`src/sv/rlt_ram.sv`:
```
// Generic single-write, single-read RAM with registered read data.
module rlt_ram #(
   parameter int WIDTH = 64,
   parameter int DEPTH = 32,
   localparam int ADDR_BITS = (DEPTH > 1) ? $clog2(DEPTH) : 1
) (
   input  logic                 clock,
   input  logic                 write_enable,
   input  logic [ADDR_BITS-1:0] write_address,
   input  logic [WIDTH-1:0]     write_data,
   input  logic                 read_enable,
   input  logic [ADDR_BITS-1:0] read_address,
   output logic [WIDTH-1:0]     read_data
);

   logic [WIDTH-1:0] mem_ff [DEPTH];
   logic [WIDTH-1:0] read_data_ff;

   always_ff @(posedge clock) begin
      if (write_enable) begin
         mem_ff[write_address] <= write_data;
      end
      if (read_enable) begin
         read_data_ff <= mem_ff[read_address];
      end
   end

   assign read_data = read_data_ff;

endmodule

```
`config.mk`:
```
export PLATFORM = sky130hd
export DESIGN_NAME = rlt_ram
export DESIGN_NICKNAME = d
export VERILOG_FILES = /design/src/sv/rlt_ram.sv
export SDC_FILE = /design/constraint.sdc
export NUM_CORES = 2
export LEC_CHECK = 0
export BUFFER_PORTS_ARGS = -buffer_cell sky130_fd_sc_hd__buf_2
export CAP_MARGIN = 15
export CORE_ASPECT_RATIO = 1.2
export CORE_MARGIN = 2
export CORE_UTILIZATION = 24
export CTS_CLUSTER_DIAMETER = 200
export DETAILED_ROUTE_END_ITERATION = 8
export HOLD_SLACK_MARGIN = 0.12
export PLACE_DENSITY_LB_ADDON = 0.05
export SLEW_MARGIN = 40
export SYNTH_ARGS = -nofsm -noshare
export SYNTH_HDL_FRONTEND = slang
export SYNTH_SLANG_ARGS = --single-unit
```
`constraint.sdc`:
```
create_clock -name clock -period 5.7 [get_ports clock]
set_clock_uncertainty 0.1 [all_clocks]
set_input_delay 0.57 -clock clock [delete_from_list [all_inputs] [get_ports clock]]
set_output_delay 0.57 -clock clock [all_outputs]
set_load 0.01 [all_outputs]
```
==> impl_metrics.json <==
{
  "outcome": "complete, no violations",
  "min_from": "read_address[1]",
  "synth_common_cells": "edfxtp_1, mux4_2, mux2_2",
  "core_area_sq_um": 330000,
  "io_buffers": 140,
  "r2r_slack_ns": 3.54,
  "yosys_warnings": 0,
  "cts_made_buffers": 236,
  "antenna_found_initial": 35,
  "place_area_sq_um": 87400,
  "num_vias": 36000,
  "synth_top_family_by_area": "multiplexers",
  "period_share_pct": 50.8,
  "routedWlPerCell_um": 31.3,
  "viasPerCell": 4.42,
  "finalCoreUtilization_pct": 28.9,
  "die_area_sq_um": 336000,
  "p_total_uw": 33900,
  "grt_max_degree": 75,
  "min_to": "read_data[18]",
  "clkTransAtPathRegs_ns": 0.06,
  "async_flop_share_pct": 0,
  "ant_nets": 0,
  "crit_type": "in2reg",
  "syn_inst": 3097,
  "dpl.hpwl_um": 130000,
  "clk-insertion-delay-late_ns": 0.89,
  "drc": 0,
  "ff2ff_path_depth": 4,
  "drive_above_1_share_pct": 35.4,
  "peakVddDrop_mv": 0.222,
  "grt_pass1_vias": 39000,
  "finalSetupTns_ns": 0,
  "cts_root_buf": "clkbuf_16",
  "fillCellCount": 32100,
  "whs_ns": 0.233,
  "first_iter_violations": 3001,
  "synth_fa_ha_area_share_pct": 0,
  "synth_mux_area_share_pct": 18.6,
  "setup_viol": 0,
  "period_minus_slack_ns": 2.90,
  "yosysMostFrequentCell": "edfxtp_1",
  "io_pins": 141,
  "ys.flop_type": "edfxtp_1",
  "cp_max_fo": 51,
  "multi_input_area_sq_um": 15700,
  "hp-class": "in2reg",
  "synth_xor_area_share_pct": 0,
  "relSlewSlack_pct": 44.4,
  "ys_top_cells_by_area": "edfxtp_1, mux4_2, mux2_2",
  "max_freq_ghz": 0.345,
  "grt_usage_pct": 15.1,
  "worst_pin_slew_ns": 0.832,
  "drt-total-wl_um": 255000,
  "synth_compound_area_share_pct": 0.462,
  "synth_seq_cells": 2112,
  "clock_path_buffers": 4,
  "rr_endpoint": "read_data[25]",
  "start_util_pct": 24.1,
  "firstDrtPassIters": 5,
  "layout.nets": 3599,
  "seq_area_frac_synth_pct": 79.7,
  "gp_congestion": 0.679,
  "die_y_um": 635,
  "synth_cell_types": 30,
  "synth_nets": 3174,
  "synth_top_area_share_pct": 79.7,
  "num_rows": 231,
  "htree_levels": 4,
  "start_kind": "input pin",
  "synth_edf_count": 2112,
  "synth-simple-area-share_pct": 0.376,
  "hold_viol": 0,
  "arrival_ns": 3.44,
  "dieWidth_um": 530,
  "seq_area_sq_um": 63400,
  "finalMaxSlewViolations": 0,
  "grt_pass1_wl_um": 344000,
  "rsz0062_at_grt": "false",
  "post_cts_resized": 0,
  "leakagePower_uw": 0.0291,
  "cp-end-kind": "register",
  "clock-sinks": 2112,
  "critPathRequiredTime_ns": 6.25,
  "power_density_nw_per_um2": 355,
  "fin_area_sq_um": 95500,
  "syn2layout_area_growth_pct": 19.9,
  "synth_area_sq_um": 79600,
  "max-cap-violations": 0,
  "hold-path-cell-count": 2,
  "grt_overflow_total": 0,
  "synth_top_area_cell": "edfxtp_1",
  "syn_avg_cell_area_sq_um": 25.7,
  "cts_tree": "built",
  "r2r-start": "mem_ff[3][25]"
}
[worst max path at each step]
| stage | startpoint | endpoint | slack [ns] |
|---|---|---|---|
| 2_1_floorplan | write_address[1] | mem_ff[12][0] | 1.21 |
| 3_3_place_gp | read_address[2] | read_data[25] | 1.81 |
| 3_5_place_dp | read_address[2] | read_data[25] | 1.90 |
| 4_1_cts | read_address[2] | read_data[25] | 2.89 |
| 5_1_grt | read_address[2] | read_data[25] | 2.77 |
| 6_report | read_address[2] | read_data[25] | 2.80 |
[through the flow]
stage	instances	setup slack (ns)
floorplan	3097	1.21
global placement	7626	1.81
detailed placement	7642	1.90
CTS	8134	2.89
global route	8143	2.77
finish	8146	2.80
[cell type report]
class | count | area share (%)
sequential | 2112 | 66.4
tap | 4427 | 5.80
antenna | 8 | 0.0210
inverter | 1 | 0.00524
timing repair buffer | 343 | 3.59
clock buffer | 291 | 6.45
clock inverter | 136 | 1.25
multi-input combinational | 828 | 16.4
[what timing repair did]
item,4_1_cts,5_1_grt
hold buffers,65,0
endpoints found under the hold margin,2057,0
endpoints found under the setup margin,0,0
buffers inserted,0,0
[worst max-delay path: stages]
cell and delay (ns):
buf_8 0.34, buf_16 0.32, buf_12 0.35, mux4_2 0.63, a221oi_1 0.58, o21ai_0 0.18
and2_1 0.21
[registers in the layout (all words and copies together) (netlist names)]
name,cells
read_data,64
mem_ff,2048
[where the power goes]
| part | total, uW | internal, uW | switching (uW) | leakage, uW |
|---|---|---|---|---|
| clock network | 14800 | 8550 | 6240 | 0.00362 |
| registers | 17400 | 17300 | 81.7 | 0.0191 |
| logic | 1640 | 698 | 945 | 0.00636 |
[placed cells by master, fill, tap and decap left out, types with 4 or more instances in the layout]
cell,n
o22ai_1,10
mux4_2,602
buf_2,134
o21ai_0,9
buf_8,10
clkbuf_1,53
buf_12,58
clkbuf_16,238
nand3b_1,5
edfxtp_1,2112
diode_2,8
clkinv_2,55
dlygate4sd3_1,65
bufinv_16,21
mux2_2,74
mux2i_1,38
clkinvlp_4,4
buf_16,9
buf_4,57
nor2_4,32
clkinv_1,51
nor2_1,8
a221oi_1,12
nor2b_1,4
buf_6,7
[per-layer routing]
metal  up-vias  track usage, %  part of all wire, %  routed length [um]
met5         -               0                0.040                 103
met4        18            3.35                  2.1                5330
met3       348            2.67                  4.6               11800
met2       877            24.9                   49              124000
met1     20300            20.6                   45              114000
li1      14400               -                    -                   -
[kinds of logic after synthesis]
group | count (synthesis)
buffers and inverters | 157
multiplexers | 714
AO/OA/AOI/OAI | 50
AND/OR/NAND/NOR | 64
flip-flops | 2112
Note: power is estimated with default switching activity, not from simulation.
