File: config.mk
export PLATFORM = sky130hd
export DESIGN_NAME = rlt_fnv_step
export DESIGN_NICKNAME = d
export VERILOG_FILES = /design/src/sv/rlt_pkg.sv /design/src/sv/rlt_fnv_step.sv
export SDC_FILE = /design/constraint.sdc
export NUM_CORES = 1
export LEC_CHECK = 0
export ABC_AREA = 1
export BUFFER_PORTS_ARGS = -buffer_cell sky130_fd_sc_hd__clkbuf_2
export CAP_MARGIN = 30
export CORE_MARGIN = 4
export CORE_UTILIZATION = 30
export DETAILED_ROUTE_END_ITERATION = 16
export SYNTH_ARGS = -nofsm -noshare
export SYNTH_HDL_FRONTEND = slang
export SYNTH_SLANG_ARGS = --single-unit
File: constraint.sdc
create_clock -name vclk -period 6.85
set_clock_uncertainty 0.2 [all_clocks]
set_input_delay 0.685 -clock vclk [all_inputs]
set_output_delay 0.685 -clock vclk [all_outputs]
set_load 0.02 [all_outputs]
File: src/sv/rlt_pkg.sv
// Shared types, codes and constants of the run-length result trace.
package rlt_pkg;

   localparam int RLT_CHANNELS  = 4;
   localparam int RLT_RUN_SLOTS = 8;

   localparam logic [1:0] FUNC_RECORD = 2'd0;
   localparam logic [1:0] FUNC_CLEAR  = 2'd1;
   localparam logic [1:0] FUNC_DUMP   = 2'd2;

   localparam logic [31:0] HASH_BASIS = 32'd2166136261;
   localparam logic [31:0] HASH_MUL   = 32'd16777619;
   localparam logic [31:0] BYTE_MASK  = 32'h0000_00ff;

   typedef struct packed {
      logic [1:0]         func;
      logic [1:0]         channel;
      logic signed [31:0] result_value;
   } req_type;

   typedef struct packed {
      logic [2:0]         run_slot;
      logic signed [31:0] run_value;
      logic [31:0]        run_length;
      logic [31:0]        call_count;
      logic [31:0]        captured_count;
      logic [3:0]         runs_used;
      logic [31:0]        ovf_call_count;
      logic [31:0]        ovf_run_count;
      logic [31:0]        value_hash;
      logic signed [31:0] last_value;
      logic signed [31:0] first_overflow_value;
      logic               last_flag;
   } rsp_type;

endpackage

File: src/sv/rlt_fnv_step.sv
// One FNV-1a 32 fold step: xor in one byte, then multiply by the prime.
module rlt_fnv_step import rlt_pkg::*; (
   input  logic [31:0] state_hash,
   input  logic [7:0]  data_byte,
   output logic [31:0] next_hash
);

   logic [31:0] mixed;

   assign mixed     = state_hash ^ ({24'd0, data_byte} & BYTE_MASK);
   // Only the low 32 bits of the product are kept, so a 32 by 32 multiply serves.
   assign next_hash = mixed * HASH_MUL;

endmodule

==> out/qor.yml <==
run_status:
  status: "finished, final reports clean"
route:
  avgRoutedWirePerCell_um: 13.3
  remaining_number_of_nets_flagged_by_the_antenna_check_after_routing: 0
  vias: 5193
  vias_per_cell: 4.52
  drtIter0Drc: 202
  drc_errors_left: 0
  dr.pass1.iters: 7
  finalWirelength_um: 15300
die:
  core_region_area_sq_mm: 0.0204
  die_h_um: 152
  chipWidth_um: 152
  die_area_sq_mm: 0.0232
  effective_utilization_at_floorplan_pct: 30.7
  ios: 72
  core_rows: 52
cts:
  cts-hold-fix-buffers: 0
  cts_resized: 0
  number_of_post_cts_setup_repair_buffers: 0
sta:
  fin_setup_tns_ns: 0
  max_freq_ghz: 0.154
  hold_viol_final: 0
  final_min_period_over_clock_period_pct: 94.8
  post-route-min-period_ns: 6.49
  setup_viol: 0
  slew_headroom_pct: 57.0
  worstMarginPinSlew_ns: 0.643
  grt_setup_unrepaired: "false"
  holdWs_ns: 1.79
  timing_max_transition_violations_final: 0
synthesis:
  synth.avg_cell_area_sq_um: 7.79
  ys.warnings.count: 0
  netlist.area_leader.share_pct: 36.8
  synth_area_sq_mm: 0.00626
  syn_nets: 1101
  synth-seq-area-share_pct: 0
  synth.largest_area_cell: "sky130_fd_sc_hd__ha_1"
  post_synthesis_cell_count: 803
  distinct_cells_synth: 24
  yosys-top-cells-area: "sky130_fd_sc_hd__ha_1 (37%), sky130_fd_sc_hd__fa_1 (24%), sky130_fd_sc_hd__inv_1 (13%)"
global_routing:
  grt_use_total_pct: 13.6
  grt_antenna_before_repair: 3
  grt_max_degree: 8
  first_global_vias: 5647
  grt_pass1_wl_um: 26500
  grt_overflow: 0
cells_and_area:
  fin_area_sq_mm: 0.00700
  syn2layout_area_growth_pct: 11.9
  layout-drive-gt1-share_pct: 11.6
  filler_cell_count: 2171
  antenna_cells_inserted: 0
  layout.nets: 1180
  multi_input_comb_area_sq_mm: 0.00544
  regArea_sq_um: 0
  layout.sequential_cells: 0
  clock_buffers: 0
worst_setup_path:
  worstPathMaxFanout: 5
  cp-start-kind: "primary input"
  origin_of_the_worst_setup_path: "data_byte[2]"
  worst-endpoint-arrival_ns: 5.61
  crit_type: "in2out"
  element_type_at_the_critical_path_end: "output port"
  crit_required_ns: 5.96
min_path:
  holdPathStages: 4
  hold_wc_path_type: "in2out"
  worst_hold_startpoint: "state_hash[0]"
  min_delay_worst_endpoint: "next_hash[0]"
placed_design:
  dpl_cell_area_sq_mm: 0.00699
  io_buffer_count: 72
  dp.final_hpwl_um: 14600
  globalplace.congestion: 0.921
run:
  maxCapViolations: 0
## kinds of logic after synthesis
family	Yosys count	share of synthesized area, %
fa+ha+maj	258	60.5
simple gates	239	16.9
buf+inv	219	13.1
compound gates	51	4.48
xor+xnor	36	5.04
## cells in the final DEF (no fill, tap or decap)
cell type,synthesis,final
sky130_fd_sc_hd__o21a_1,3,3
sky130_fd_sc_hd__nand4_1,5,5
sky130_fd_sc_hd__buf_4,0,5
sky130_fd_sc_hd__nor3_2,1,1
sky130_fd_sc_hd__nand2_2,7,7
sky130_fd_sc_hd__nor3_4,1,1
sky130_fd_sc_hd__nand3_2,4,4
sky130_fd_sc_hd__inv_1,217,217
sky130_fd_sc_hd__nand2_1,127,127
sky130_fd_sc_hd__xnor2_1,6,6
sky130_fd_sc_hd__nor3_1,9,9
sky130_fd_sc_hd__clkbuf_2,0,72
sky130_fd_sc_hd__fa_1,74,74
sky130_fd_sc_hd__o21ai_1,4,4
sky130_fd_sc_hd__nor2_2,7,7
sky130_fd_sc_hd__ha_1,184,184
sky130_fd_sc_hd__o21bai_1,3,3
sky130_fd_sc_hd__a21oi_1,29,29
sky130_fd_sc_hd__xor2_2,0,1
sky130_fd_sc_hd__inv_2,2,2
sky130_fd_sc_hd__a21o_1,1,1
sky130_fd_sc_hd__xor2_1,30,29
sky130_fd_sc_hd__a21oi_2,2,2
sky130_fd_sc_hd__nand3b_1,3,3
sky130_fd_sc_hd__o21ai_0,9,9
sky130_fd_sc_hd__nand3_1,35,35
sky130_fd_sc_hd__nor2_1,40,40
## cells in the mapped netlist, drive strengths merged
master and instances:
inv 219, ha 184, nand2 134, fa 74, nor2 47, nand3 39
a21oi 31, xor2 30, o21ai 13, nor3 11, xnor2 6, nand4 5
nand3b 3, o21a 3, o21bai 3, a21o 1
## metrics by stage
step / std cells / util (%) / worst slack (ns)
global route: 1150 / 34.4 / 0.0347
detailed placement: 1150 / 34.3 / 0.251
floorplan: 803 / - / 1.00
finish: 1150 / 34.4 / 0.357
CTS: 1150 / 34.3 / 0.244
global placement: 1150 / 34.3 / 0.290
## area by class of cell
cell class                      count  share of cell area, %
Multi-Input combinational cell    584                   77.7
Inverter                          219                   11.7
Timing Repair Buffer               77                   5.68
Tap cell                          270                   4.83
## worst max-delay path by stage
stage / to / cells after the start
5_1_grt: next_hash[26] / 23
2_1_floorplan: next_hash[21] / 18
3_3_place_gp: next_hash[22] / 22
6_report: next_hash[16] / 22
3_5_place_dp: next_hash[16] / 22
4_1_cts: next_hash[16] / 22
## layer usage
layer	track usage [%]	vias to the layer above	wire length [um]
met1	17.1	2423	6890
met2	25.7	86	7510
met5	0	-	46
met3	1.36	22	643
met4	1.63	6	229
li1	-	2656	-
## worst max-delay path, cell delays in order
cell,delay [ns]
sky130_fd_sc_hd__clkbuf_2,0.11
sky130_fd_sc_hd__xor2_2,0.37
sky130_fd_sc_hd__inv_1,0.07
sky130_fd_sc_hd__nor2_1,0.22
sky130_fd_sc_hd__nor2_1,0.07
sky130_fd_sc_hd__ha_1,0.33
sky130_fd_sc_hd__fa_1,0.49
sky130_fd_sc_hd__ha_1,0.21
sky130_fd_sc_hd__fa_1,0.49
sky130_fd_sc_hd__ha_1,0.29
sky130_fd_sc_hd__inv_1,0.05
sky130_fd_sc_hd__fa_1,0.52
sky130_fd_sc_hd__inv_1,0.04
sky130_fd_sc_hd__ha_1,0.39
sky130_fd_sc_hd__a21oi_2,0.23
sky130_fd_sc_hd__o21ai_1,0.10
sky130_fd_sc_hd__inv_1,0.11
sky130_fd_sc_hd__nand3_2,0.13
sky130_fd_sc_hd__nand2_1,0.08
sky130_fd_sc_hd__nand2_1,0.06
sky130_fd_sc_hd__xor2_1,0.29
sky130_fd_sc_hd__clkbuf_2,0.24
Power is left out: the tool's default activity adds up to more than one toggle a clock period on the data nets, which glitch-free logic cannot reach.
